[src/sv/integer_to_radix_text_core_macros.svh]
// Assertion macros shared by the radix text core.
// No dependencies; taken in by the files that check their own logic.
`ifndef INTEGER_TO_RADIX_TEXT_CORE_MACROS_SVH
`define INTEGER_TO_RADIX_TEXT_CORE_MACROS_SVH

`ifndef SYNTHESIS
// Same-cycle implication, disabled during reset.
`define ITRT_ASSERT_NOW(label, clk, rst, ante, cons) \
   label: assert property (@(posedge clk) disable iff (rst) (ante) |-> (cons)) \
      else $error("itrt check failed");
// Next-cycle implication, disabled during reset.
`define ITRT_ASSERT_NEXT(label, clk, rst, ante, cons) \
   label: assert property (@(posedge clk) disable iff (rst) (ante) |=> (cons)) \
      else $error("itrt check failed");
`else
`define ITRT_ASSERT_NOW(label, clk, rst, ante, cons)
`define ITRT_ASSERT_NEXT(label, clk, rst, ante, cons)
`endif

`endif

[src/sv/itrt_pkg.sv]
// Types, constants and the digit-to-character function of the radix text core.
// No dependencies.
`default_nettype none

package itrt_pkg;

   localparam int NUMBER_W = 32;
   localparam int RADIX_W  = 6;
   localparam int CHAR_W   = 7;

   localparam logic [RADIX_W-1:0] RADIX_MIN = 6'd2;
   localparam logic [RADIX_W-1:0] RADIX_MAX = 6'd36;
   localparam logic [RADIX_W-1:0] DIGIT_TEN = 6'd10;

   localparam logic [CHAR_W-1:0] CHAR_MINUS   = 7'h2D;
   localparam logic [CHAR_W-1:0] CHAR_ZERO    = 7'h30;
   localparam logic [CHAR_W-1:0] CHAR_LOWER_A = 7'h61;
   localparam logic [CHAR_W-1:0] CHAR_UPPER_A = 7'h41;

   // Classified job as it passes from front to back
   typedef struct packed {
      logic                negative;
      logic                upper;
      logic [RADIX_W-1:0]  radix;
   } job_ctrl_type;

   function automatic logic [CHAR_W-1:0] digit_char(input logic [RADIX_W-1:0] d,
                                                    input logic upper);
      logic [CHAR_W-1:0] base_char;
      if (d < DIGIT_TEN) begin
         return CHAR_ZERO + CHAR_W'(d);
      end
      base_char = upper ? CHAR_UPPER_A : CHAR_LOWER_A;
      return base_char + CHAR_W'(d - DIGIT_TEN);
   endfunction

endpackage

`default_nettype wire

[src/sv/itrt_channels.sv]
// Request and response channel interfaces of the radix text core.
// Depends on itrt_pkg for field widths.
`default_nettype none

interface itrt_req_if;
   logic                         valid;
   logic                         ready;
   logic                         req_type;
   logic [itrt_pkg::NUMBER_W-1:0] number;
   logic [itrt_pkg::RADIX_W-1:0]  radix;
   logic                         upper_letters;

   modport source (output valid, req_type, number, radix, upper_letters, input ready);
   modport sink   (input valid, req_type, number, radix, upper_letters, output ready);
endinterface

interface itrt_rsp_if;
   logic                        valid;
   logic                        ready;
   logic [itrt_pkg::CHAR_W-1:0] text_char;
   logic                        last_char;

   modport source (output valid, text_char, last_char, input ready);
   modport sink   (input valid, text_char, last_char, output ready);
endinterface

`default_nettype wire

[src/sv/itrt_front.sv]
// Front end: takes requests, clamps the radix, splits sign and magnitude.
// Depends on itrt_pkg and itrt_channels.
`default_nettype none

module itrt_front #(
   parameter int VALUE_WIDTH = 32
) (
   itrt_req_if.sink                 req,
   output logic                     job_valid,
   input  logic                     job_ready,
   output itrt_pkg::job_ctrl_type   job_ctrl,
   output logic [VALUE_WIDTH-1:0]   job_mag
);

   logic [VALUE_WIDTH-1:0] value;
   logic                   negative;

   assign value    = VALUE_WIDTH'(req.number);
   assign negative = req.req_type & value[VALUE_WIDTH-1];

   always_comb begin
      job_ctrl.negative = negative;
      job_ctrl.upper    = req.upper_letters;
      priority if (req.radix < itrt_pkg::RADIX_MIN) begin
         job_ctrl.radix = itrt_pkg::RADIX_MIN;
      end else if (req.radix > itrt_pkg::RADIX_MAX) begin
         job_ctrl.radix = itrt_pkg::RADIX_MAX;
      end else begin
         job_ctrl.radix = req.radix;
      end
   end

   // most negative value wraps onto its own magnitude
   assign job_mag   = negative ? (VALUE_WIDTH'(0) - value) : value;
   assign job_valid = req.valid;
   assign req.ready = job_ready;

endmodule

`default_nettype wire

[src/sv/itrt_queue.sv]
// Two-entry job queue between front and back end.
// No package dependencies.
`default_nettype none

module itrt_queue #(
   parameter int DATA_W = 40
) (
   input  logic              clock,
   input  logic              reset,
   input  logic              push_valid,
   output logic              push_ready,
   input  logic [DATA_W-1:0] push_data,
   output logic              pop_valid,
   input  logic              pop_ready,
   output logic [DATA_W-1:0] pop_data
);

   logic [DATA_W-1:0] slot_ff [2];
   logic              wr_ptr_ff, wr_ptr_in;
   logic              rd_ptr_ff, rd_ptr_in;
   logic [1:0]        count_ff, count_in;
   logic              do_push, do_pop;

   assign push_ready = (count_ff != 2'd2);
   assign pop_valid  = (count_ff != 2'd0);
   assign pop_data   = slot_ff[rd_ptr_ff];
   assign do_push    = push_valid & push_ready;
   assign do_pop     = pop_valid & pop_ready;

   always_comb begin
      wr_ptr_in = wr_ptr_ff ^ do_push;
      rd_ptr_in = rd_ptr_ff ^ do_pop;
      count_in  = count_ff + 2'(do_push) - 2'(do_pop);
   end

   always_ff @(posedge clock) begin
      if (reset) begin
         wr_ptr_ff <= 1'b0;
         rd_ptr_ff <= 1'b0;
         count_ff  <= 2'd0;
      end else begin
         wr_ptr_ff <= wr_ptr_in;
         rd_ptr_ff <= rd_ptr_in;
         count_ff  <= count_in;
      end
   end

   always_ff @(posedge clock) begin
      if (do_push) begin
         slot_ff[wr_ptr_ff] <= push_data;
      end
   end

endmodule

`default_nettype wire

[src/sv/itrt_back.sv]
// Back end: bit-serial divider that peels off digits, digit memory,
// and the character sequencer with its output register.
// Depends on itrt_pkg, itrt_channels and the assertion macro header.
`default_nettype none
`include "integer_to_radix_text_core_macros.svh"

module itrt_back #(
   parameter int VALUE_WIDTH = 32
) (
   input  logic                   clock,
   input  logic                   reset,
   input  logic                   job_valid,
   output logic                   job_ready,
   input  itrt_pkg::job_ctrl_type job_ctrl,
   input  logic [VALUE_WIDTH-1:0] job_mag,
   itrt_rsp_if.source             rsp
);

   localparam int IDX_W = $clog2(VALUE_WIDTH);
   localparam int RW    = itrt_pkg::RADIX_W;
   localparam int CW    = itrt_pkg::CHAR_W;

   typedef enum logic [2:0] {
      ST_IDLE,
      ST_DIV,
      ST_SIGN,
      ST_WAIT,
      ST_SEND
   } state_type;

   state_type              state_ff, state_in;
   logic [VALUE_WIDTH-1:0] quo_ff, quo_in;
   logic [RW-1:0]          rem_ff, rem_in;
   logic [RW-1:0]          radix_ff, radix_in;
   logic                   upper_ff, upper_in;
   logic                   neg_ff, neg_in;
   logic [IDX_W-1:0]       idx_ff, idx_in;
   logic [IDX_W-1:0]       bit_cnt_ff, bit_cnt_in;
   logic                   out_valid_ff, out_valid_in;
   logic [CW-1:0]          out_char_ff, out_char_in;
   logic                   out_last_ff, out_last_in;

   logic [RW-1:0]          digit_mem [VALUE_WIDTH];
   logic [RW-1:0]          rd_data_ff;
   logic                   mem_we;

   logic [RW:0]            shifted;
   logic                   ge;
   logic [RW-1:0]          rem_next;
   logic [VALUE_WIDTH-1:0] quo_next;
   logic                   out_free;
   logic                   job_pop;

   // one restoring division step
   always_comb begin
      shifted  = {rem_ff, quo_ff[VALUE_WIDTH-1]};
      ge       = (shifted >= {1'b0, radix_ff});
      rem_next = ge ? RW'(shifted - {1'b0, radix_ff}) : shifted[RW-1:0];
      quo_next = {quo_ff[VALUE_WIDTH-2:0], ge};
   end

   assign out_free  = !out_valid_ff || rsp.ready;
   assign job_ready = (state_ff == ST_IDLE);
   assign job_pop   = job_valid && job_ready;

   always_comb begin
      state_in     = state_ff;
      quo_in       = quo_ff;
      rem_in       = rem_ff;
      radix_in     = radix_ff;
      upper_in     = upper_ff;
      neg_in       = neg_ff;
      idx_in       = idx_ff;
      bit_cnt_in   = bit_cnt_ff;
      out_valid_in = out_valid_ff && !rsp.ready;
      out_char_in  = out_char_ff;
      out_last_in  = out_last_ff;
      mem_we       = 1'b0;
      unique case (state_ff)
         ST_IDLE: begin
            if (job_pop) begin
               quo_in     = job_mag;
               rem_in     = '0;
               radix_in   = job_ctrl.radix;
               upper_in   = job_ctrl.upper;
               neg_in     = job_ctrl.negative;
               idx_in     = '0;
               bit_cnt_in = IDX_W'(VALUE_WIDTH - 1);
               state_in   = ST_DIV;
            end
         end
         ST_DIV: begin
            quo_in = quo_next;
            rem_in = rem_next;
            if (bit_cnt_ff == '0) begin
               mem_we = 1'b1;
               rem_in = '0;
               if (quo_next != '0) begin
                  idx_in     = idx_ff + IDX_W'(1);
                  bit_cnt_in = IDX_W'(VALUE_WIDTH - 1);
               end else begin
                  state_in = neg_ff ? ST_SIGN : ST_WAIT;
               end
            end else begin
               bit_cnt_in = bit_cnt_ff - IDX_W'(1);
            end
         end
         ST_SIGN: begin
            if (out_free) begin
               out_valid_in = 1'b1;
               out_char_in  = itrt_pkg::CHAR_MINUS;
               out_last_in  = 1'b0;
               state_in     = ST_WAIT;
            end
         end
         ST_WAIT: begin
            state_in = ST_SEND;
         end
         ST_SEND: begin
            if (out_free) begin
               out_valid_in = 1'b1;
               out_char_in  = itrt_pkg::digit_char(rd_data_ff, upper_ff);
               out_last_in  = (idx_ff == '0);
               if (idx_ff == '0) begin
                  state_in = ST_IDLE;
               end else begin
                  idx_in   = idx_ff - IDX_W'(1);
                  state_in = ST_WAIT;
               end
            end
         end
         default: begin
            state_in = ST_IDLE;
         end
      endcase
   end

   always_ff @(posedge clock) begin
      if (reset) begin
         state_ff     <= ST_IDLE;
         quo_ff       <= '0;
         rem_ff       <= '0;
         neg_ff       <= 1'b0;
         idx_ff       <= '0;
         bit_cnt_ff   <= '0;
         out_valid_ff <= 1'b0;
         radix_ff     <= itrt_pkg::RADIX_MIN;
      end else begin
         state_ff     <= state_in;
         quo_ff       <= quo_in;
         rem_ff       <= rem_in;
         neg_ff       <= neg_in;
         idx_ff       <= idx_in;
         bit_cnt_ff   <= bit_cnt_in;
         out_valid_ff <= out_valid_in;
         radix_ff     <= radix_in;
      end
      upper_ff    <= upper_in;
      out_char_ff <= out_char_in;
      out_last_ff <= out_last_in;
   end

   // digit memory, least significant digit at index zero
   always_ff @(posedge clock) begin
      if (mem_we) begin
         digit_mem[idx_ff] <= rem_next;
      end
      rd_data_ff <= digit_mem[idx_ff];
   end

   assign rsp.valid     = out_valid_ff;
   assign rsp.text_char = out_char_ff;
   assign rsp.last_char = out_last_ff;

   `ITRT_ASSERT_NOW(a_radix_range, clock, reset, state_ff == ST_DIV,
      radix_ff >= itrt_pkg::RADIX_MIN && radix_ff <= itrt_pkg::RADIX_MAX)
   `ITRT_ASSERT_NOW(a_rem_below_radix, clock, reset, state_ff == ST_DIV, rem_ff < radix_ff)
   `ITRT_ASSERT_NEXT(a_pop_starts_div, clock, reset, job_pop, state_ff == ST_DIV)
   `ITRT_ASSERT_NOW(a_load_needs_room, clock, reset,
      (state_ff == ST_SEND || state_ff == ST_SIGN) && !out_free, state_in == state_ff)

endmodule

`default_nettype wire

[src/sv/integer_to_radix_text_core.sv]
// Integer to radix text converter: front end, job queue and back end.
// Depends on itrt_pkg, itrt_channels, itrt_front, itrt_queue and itrt_back.
//
// Use:
//  - req carries one number per transaction: req_type (0 unsigned, 1 signed),
//    number, radix (clamped to 2..36) and upper_letters. A transaction completes
//    on a clock edge with valid and ready both high.
//  - rsp returns the ASCII text, most significant character first, one
//    character per transaction; last_char marks the final one. A negative
//    signed number starts with '-'; zero gives a single '0'.
//  - Each digit comes from a full division of the remaining quotient in the
//    shared one-bit-per-cycle divider; the sequencer then passes each character
//    through its wait and send states. The first character appears only
//    after the last digit has been computed.
//  - A two-entry queue holds waiting requests, so req keeps accepting while
//    the back end converts; one number is converted at a time.
//  - If the receiver stalls, the current character stays in the output
//    register and the sequencer waits; the queue fills, then req drops ready.
//  - Synchronous reset empties the queue and output register and idles the
//    back end; the digit memory needs no clearing.
`default_nettype none

module integer_to_radix_text_core #(
   parameter int VALUE_WIDTH = 32
) (
   input  logic        clock,
   input  logic        reset,
   itrt_req_if.sink    req,
   itrt_rsp_if.source  rsp
);

   localparam int CTRL_W = $bits(itrt_pkg::job_ctrl_type);
   localparam int DATA_W = CTRL_W + VALUE_WIDTH;

   logic                   front_valid, front_ready;
   itrt_pkg::job_ctrl_type front_ctrl;
   logic [VALUE_WIDTH-1:0] front_mag;

   logic                   back_valid, back_ready;
   itrt_pkg::job_ctrl_type back_ctrl;
   logic [VALUE_WIDTH-1:0] back_mag;
   logic [DATA_W-1:0]      push_data, pop_data;

   itrt_front #(.VALUE_WIDTH(VALUE_WIDTH)) u_front (
      .req       (req),
      .job_valid (front_valid),
      .job_ready (front_ready),
      .job_ctrl  (front_ctrl),
      .job_mag   (front_mag)
   );

   assign push_data = {front_ctrl, front_mag};

   itrt_queue #(.DATA_W(DATA_W)) u_queue (
      .clock      (clock),
      .reset      (reset),
      .push_valid (front_valid),
      .push_ready (front_ready),
      .push_data  (push_data),
      .pop_valid  (back_valid),
      .pop_ready  (back_ready),
      .pop_data   (pop_data)
   );

   assign back_ctrl = pop_data[DATA_W-1:VALUE_WIDTH];
   assign back_mag  = pop_data[VALUE_WIDTH-1:0];

   itrt_back #(.VALUE_WIDTH(VALUE_WIDTH)) u_back (
      .clock     (clock),
      .reset     (reset),
      .job_valid (back_valid),
      .job_ready (back_ready),
      .job_ctrl  (back_ctrl),
      .job_mag   (back_mag),
      .rsp       (rsp)
   );

endmodule

`default_nettype wire
[src/flat_wrapper.sv]
// flat-port wrapper written by rule: the top's interface ports become plain ports
module integer_to_radix_text_core_flat 
#(
   parameter int VALUE_WIDTH = 32
)
  (clock, reset, req_valid, req_req_type, req_number, req_radix, req_upper_letters, req_ready, rsp_valid, rsp_text_char, rsp_last_char, rsp_ready);
  itrt_req_if req_i ();
  itrt_rsp_if rsp_i ();
  input  logic clock;
  input  logic reset;
  input wire logic [$bits(req_i.valid)-1:0] req_valid;
  input wire logic [$bits(req_i.req_type)-1:0] req_req_type;
  input wire logic [$bits(req_i.number)-1:0] req_number;
  input wire logic [$bits(req_i.radix)-1:0] req_radix;
  input wire logic [$bits(req_i.upper_letters)-1:0] req_upper_letters;
  output wire logic [$bits(req_i.ready)-1:0] req_ready;
  output wire logic [$bits(rsp_i.valid)-1:0] rsp_valid;
  output wire logic [$bits(rsp_i.text_char)-1:0] rsp_text_char;
  output wire logic [$bits(rsp_i.last_char)-1:0] rsp_last_char;
  input wire logic [$bits(rsp_i.ready)-1:0] rsp_ready;
  assign req_i.valid = req_valid;
  assign req_i.req_type = req_req_type;
  assign req_i.number = req_number;
  assign req_i.radix = req_radix;
  assign req_i.upper_letters = req_upper_letters;
  assign req_ready = req_i.ready;
  assign rsp_valid = rsp_i.valid;
  assign rsp_text_char = rsp_i.text_char;
  assign rsp_last_char = rsp_i.last_char;
  assign rsp_i.ready = rsp_ready;
  integer_to_radix_text_core #(.VALUE_WIDTH(VALUE_WIDTH)) u_core (.clock(clock), .reset(reset), .req(req_i), .rsp(rsp_i));
endmodule
[config.mk]
export PLATFORM = sky130hd
export DESIGN_NAME = integer_to_radix_text_core_flat
export DESIGN_NICKNAME = d
export VERILOG_FILES = /design/src/sv/itrt_pkg.sv /design/src/sv/itrt_channels.sv /design/src/sv/itrt_front.sv /design/src/sv/itrt_queue.sv /design/src/sv/itrt_back.sv /design/src/sv/integer_to_radix_text_core.sv /design/src/flat_wrapper.sv
export VERILOG_INCLUDE_DIRS = /design/src /design/src/sv
export SDC_FILE = /design/constraint.sdc
export NUM_CORES = 1
export LEC_CHECK = 0
export ABC_AREA = 1
export BUFFER_PORTS_ARGS = -buffer_cell sky130_fd_sc_hd__buf_4
export CAP_MARGIN = 20
export CORE_UTILIZATION = 35
export CTS_BUF_LIST = sky130_fd_sc_hd__clkbuf_4
export CTS_CLUSTER_DIAMETER = 150
export DETAILED_ROUTE_END_ITERATION = 16
export PLACE_DENSITY = 0.56
export SETUP_SLACK_MARGIN = 0.05
export SLEW_MARGIN = 20
export SYNTH_ARGS = -nofsm -noshare
export SYNTH_HDL_FRONTEND = slang
export SYNTH_SLANG_ARGS = --single-unit
[constraint.sdc]
create_clock -name clock -period 2.6 [get_ports clock]
set_input_delay 0 -clock clock [delete_from_list [all_inputs] [get_ports clock]]
set_output_delay 0 -clock clock [all_outputs]
set_load 0.01 [all_outputs]
; After elaboration in Yosys (flattened, before gate mapping)
; Memory sizes are Yosys's and may differ from the RTL's. A register that Yosys moved wholly into a read port is not among the register bits.
; Cells that the tools add are included.
[op_classes]
add_sub_neg = 10
order_cmp = 4
eq_ne = 13
n_mux = 48
bitwise_logic = 5
n_reduce_logical = 20
[ops]
columns = op, n
row1 = $mux 32, 2
row2 = $pmux 32 s2, 1
row3 = $mux 5, 8
row4 = $mux 6, 6
row5 = $reduce_bool 32->1, 1
row6 = $sub 1x32->32 const A, 1
row7 = $mux 7, 4
row8 = $mux 1, 15
row9 = $mux 3, 5
row10 = $pmux 3 s5, 1
row11 = $pmux 5 s3, 1
row12 = $ne 2x2->1 const B, 7
row13 = $pmux 7 s2, 1
row14 = $pmux 6 s2, 1
row15 = $logic_not 5->1, 2
row16 = $pmux 5 s2, 1
row17 = $sub 5x1->5 const B, 2
row18 = $add 6x6->7 const A, 1
row19 = $add 7x7->7, 1
row20 = $ge 7x6->1, 1
row21 = $sub 6x4->7 const B, 1
row22 = $eq 3x2->1 const B, 2
row23 = $gt 6x6->1 const B, 1
row24 = $lt 6x2->1 const B, 1
row25 = other kinds (24), 33
[word_totals]
reg_bits = 72
mem_bits_rw = 272
in_bits = 44
out_inout_bits = 10
wordCells = 116
mem_count = 2
[memory_table]
columns = name, words, width, read_ports, rd_clocked_by_memory_dff, write_ports, line_no
row1 = u_core.u_back.digit_mem, 32, 6, 1, 1, 1, itrt_back.sv:43  ; logic [RW-1:0] digit_mem [VALUE_WIDTH];
row2 = u_core.u_queue.slot_ff, 2, 40, 1, 1, 1, itrt_queue.sv:18  ; logic [DATA_W-1:0] slot_ff [2];

; Longest topological paths before layout
[depth]
ltp_word = 7
ltp_mapped = 14
mapped_depth_nobuf = 13

; Cells and area by module
; From an unflattened synthesis, not the netlist that was laid out.
[hier_totals]
cells_unflattened = 1518
hier_area_um2 = 15456.1
[modules_own_cells]
columns = module, n_inst, cells_per_inst, area_per_inst_um2, seq_area_each_um2
row1 = itrt_back, 1, 1036, 11172.0, 7337.0
row2 = itrt_queue, 1, 243, 3171.8, 2482.4
row3 = itrt_front, 1, 239, 1112.3, 0.0

; Least setup slack after synthesis
; Ideal clock, no wire load.
[synth_timing]
path_kind = register to register
start = register u_core.u_back.radix_ff[2]
end = memory u_core.u_back.digit_mem[0][2] (netlist bit), data pin
setup_ns = 0.281
t_arrival_ns = 1.920
t_required_ns = 2.319
setup_slack_ns = 0.399
stages_incl_launch_ff = 10
n_path_buf = 1
synth_period_minus_slack_ns = 2.201
cell_sequence = dfxtp_1 -> inv_1 -> ha_1 -> nand2_1 -> nand2_1 -> nor2_1 -> nor2_1 -> nor2_2 -> buf_2 -> o21a_1
[synth_between]
elab_chain_cells = 2
elab_cells_between_ends = 3
cone_classes = add/sub: 1 / order compare: 1 / mux: 1
[synth_lines]
columns = element, line_no
row1 = start: declaration, itrt_back.sv:34  ; logic [RW-1:0] radix_ff, radix_in;
row2 = start signal: assignment, itrt_back.sv:147  ; radix_ff <= itrt_pkg::RADIX_MIN;
row3 = start signal: assignment, itrt_back.sv:156  ; radix_ff <= radix_in;
row4 = $sub 6x6->6 / $ge 7x6->1 (equally long branches), "itrt_back.sv:58, itrt_back.sv:57"
row5 = $mux 6 *, itrt_back.sv:58  ; rem_next = ge ? RW'(shifted - {1'b0, radix_ff}) : shifted[RW-1:0];
row6 = net u_core.u_back.rem_next[2], itrt_back.sv:49  ; logic [RW-1:0] rem_next;
row7 = end: declaration, itrt_back.sv:43
; Mark *: on every way through the listed nets, which the timed path passes. The rest lies on a longest branch.

; Worst setup path in the final report
[layout_timing]
start = input port req_number[16]
end = memory u_core.u_queue.slot_ff[0][24], data pin
[layout_between]
elab_chain_cells = 2
[layout_lines]
columns = element, line_no
row1 = start: declaration, flat_wrapper.sv:13  ; input wire logic [$bits(req_i.number)-1:0] req_number;
row2 = $sub 1x32->32, itrt_front.sv:34  ; assign job_mag = negative ? (VALUE_WIDTH'(0) - value) : value;
row3 = $mux 32, itrt_front.sv:34
row4 = net u_core.front_mag[24], integer_to_radix_text_core.sv:37  ; logic [VALUE_WIDTH-1:0] front_mag;
row5 = end: declaration, itrt_queue.sv:18
; The timed path passes the listed nets, and every way through them passes these cells.

==> impl_metrics.ini <==
[finish]
fin_nets = 1682
drive_gt1_share_pct = 17.24
final_common_cell = nand2_1
final_cells = 2255
syn_to_final_growth_pct = 22.02
mostFrequentLayoutCells = 329 x nand2_1, 281 x edfxtp_1, 142 x clkbuf_4, 130 x nor2_1, 108 x inv_1

[cts]
cts_num_sinks = 350
insertion_delay_ns = 0.77
clk_pin_slew_ns = 0.06
cts_htree_levels = 3
cts_buffers = 91
clockRootBuffer = clkbuf_4
clockBufferDepth = 3
cts_tree = yes

[setup_path]
end_kind = flop
max_stage_delay_ns = 0.56
cp_common_cell = dlygate4sd3_1
critPathMaxFanout = 4
cp.required_ns = 3.18
cp_cell_sequence = dlygate4sd3_1 -> buf_4 -> inv_1 -> nand3_4 -> nor3_2 -> dlygate4sd3_1 -> nand2_1 -> o21ai_1 -> nand2_1 -> dlygate4sd3_1 -> nand2_1 -> dlygate4sd3_1
worstSetupPathType = input pin to flop
cp_top_family = buffers and inverters
worstPathArrival_ns = 3.01
crit_buf_inv = 6
critPathSlowestCell = dlygate4sd3_1
start_kind = input pin

[floorplanning]
die_h_um = 210.2
core_area_um2 = 42320
io_pins = 54
start_util_pct = 35.83
std_cell_rows = 75
die_w_um = 210.2
die_area_um2 = 44170

[grt]
antenna_found_initial = 1
grt_max_degree = 49
grt_pass1_wl_mm = 57.73
grt.total_usage_pct = 16.74
grt_pass1_vias = 10980
grt_overflow = 0

[yosys]
synth_fp_nets = 1458
synth_warnings = 0
syn_inst = 1388
synth.distinct_cells = 42
syn_avg_cell_area_um2 = 10.93
syn_area_um2 = 15170
ys_seq_area_share_pct = 64.75
synth-seq-cells = 350

[power]
switching_share_pct = 37.38
p_seq_share_pct = 42.7
power_leakage_nw = 7.131
power.total_mw = 22.57
p_per_area_nw_per_um2 = 1220
clockPowerShare_pct = 20.9
comb_power_share_pct = 36.4
switching_power_mw = 8.438
p_int_mw = 14.14
peakVddDrop_mv = 1.422

[timing]
tns_ns = 0
fmax_mhz = 412.0
setup_viol_count_final = 0
tightest_slew_ns = 0.6993
fin_skew_ns = 0.07000
hold_violations = 0
rsz0062_at_grt = false
final.min_clock_period_ns = 2.427
relSlewSlack_pct = 53.21
slew_violations = 0
fin_crit_sh_pct = 93.36

[run]
max_cap_violations = 0

[place]
dp_cells = 2023
place_congestion = 0.8842
dp_hpwl_mm = 23.12
io_buffers = 53

[detailed_routing]
wl_per_cell_um = 15.94
avgViaCountPerCell = 4.835
ant_nets = 0
firstDrtPassIters = 6
drc = 0
vias = 10900
wirelength_mm = 35.93
first_iter_violations = 612

[min_path]
hold_path_class = input pin to flop

[outcome]
status = complete, no violations
-- layer usage --
metal	vias to the layer above	share of wire (%)	global-route usage (%)
met1	5209	45	20.94
met5	-	0	0
met2	230	48	28.19
met4	0	2.4	6.897
met3	66	4.4	3.442
li1	5398	-	-
-- worst paths after layout --
check	start	to	slack [ns]	cells past startpoint
setup / recovery	req_number[16]	u_core.u_queue.slot_ff[0][24]	0.17	12
hold / removal	req_number[15]	u_core.u_queue.slot_ff[0][30]	0.13	9
setup reg to reg	u_core.u_back.bit_cnt_ff[0]	u_core.u_back.digit_mem[27][2]	0.35	8
hold reg to reg	u_core.u_back.bit_cnt_ff[4]	u_core.u_back.bit_cnt_ff[4]	0.46	2
-- cells in the mapped netlist, drive strengths merged --
| cell | number | area share (%) |
|---|---|---|
| nand2 | 331 | 8.3 |
| edfxtp | 281 | 56 |
| nor2 | 138 | 3.5 |
| inv | 115 | 2.9 |
| a22oi | 96 | 4.8 |
| dfxtp | 69 | 9.1 |
| nand3 | 50 | 1.7 |
| a21oi | 44 | 1.5 |
| o21ai | 37 | 1.2 |
| clkbuf | 33 | 0.82 |
| mux2i | 24 | 1.6 |
| ha | 23 | 1.9 |
| o221ai | 20 | 1.2 |
| xor2 | 20 | 1.2 |
| a31oi | 16 | 0.66 |
| nand4 | 16 | 0.66 |
| nor3 | 16 | 0.60 |
| buf | 15 | 0.50 |
| xnor2 | 7 | 0.40 |
| o211ai | 6 | 0.30 |
| o21a | 6 | 0.30 |
| or2 | 6 | 0.25 |
| nor3b | 4 | 0.20 |
| clkinv | 3 | 0.074 |
| fa | 3 | 0.40 |
| nand3b | 3 | 0.15 |
| and2 | 2 | 0.082 |
| o311ai | 2 | 0.12 |
| a21boi | 1 | 0.050 |
| a221oi | 1 | 0.058 |
-- through the flow --
step                      instance area (µm²)  hold slack, ns  setup WS (ns)  utilization (%)
after floorplan                         15170         0.09887         0.3986                -
after global placement                  16580          0.1974         0.4032            39.17
after detailed placement                16580          0.1994         0.3480            39.17
after CTS                               18480         0.07871        0.06888            43.67
after global routing                    18510          0.1079        0.08294            43.73
final                                   18510          0.1268         0.1726            43.73
-- registers in the layout (all words and copies together) (netlist names), 2 cells and up --
| register | flops |
|---|---|
| u_core.u_back.digit_mem | 192 |
| u_core.u_queue.slot_ff | 80 |
| u_core.u_back.radix_ff | 6 |
| u_core.u_back.quo_ff | 32 |
| u_core.u_back.bit_cnt_ff | 5 |
| u_core.u_back.rem_ff | 6 |
| u_core.u_queue.count_ff | 2 |
| u_core.u_back.idx_ff | 5 |
| u_core.u_back.rsp.text_char | 7 |
| u_core.u_back.state_ff | 3 |
| u_core.u_back.rd_data_ff | 6 |
-- kinds of logic (layout without fill, tap and decap cells) --
family	after synthesis	after routing	share of synthesized area [%]
and+or+nand+nor	566	566	15.46
other	0	2	0
adders and majority gates	26	26	2.294
xor gates and xnor gates	27	27	1.559
muxes	24	24	1.584
buffers and inverters	166	454	4.249
DFF	350	350	64.75
AOI/OAI and AO/OA	229	229	10.11
-- timing repair --
| action | in CTS | in global routing |
|---|---|---|
| hold buffers | 73 | 1 |
| gates resized for setup | 0 | 6 |
| endpoints found under the hold margin | 122 | 2 |
| buffers inserted | 0 | 0 |
| setup endpoints to repair | 0 | 2 |
-- power by group through the flow --
| stage | clock [mW] | sequential [mW] | combinational (mW) |
|---|---|---|---|
| after floorplan | 0 | 9.66 | 5.06 |
| after global placement | 0 | 9.74 | 8.08 |
| after detailed placement | 0 | 9.75 | 8.24 |
| after CTS | 4.88 | 9.64 | 8.37 |
| after global routing | 5.14 | 9.72 | 9.29 |
| final | 4.71 | 9.64 | 8.22 |
-- worst min-delay path, cell delays in order --
cell     delay [ns]
buf_4          0.10
nor2_1         0.08
nand3_4        0.09
nor2_1         0.06
nand3_1        0.08
nand2_1        0.04
nand2_1        0.05
nand2_1        0.04
o21ai_0        0.14
-- cell type report --
class / instances / area [µm²]
antenna: 2 / 5.005
clock buffer: 142 / 1066
clock inverter: 15 / 107.6
fill: 4026 / 23820
inverter: 118 / 445.4
multi-input combinational: 872 / 4750
sequential: 350 / 9821
tap: 577 / 721.9
timing repair buffer: 179 / 1589
No activity file was read; power rests on OpenSTA's default activity.
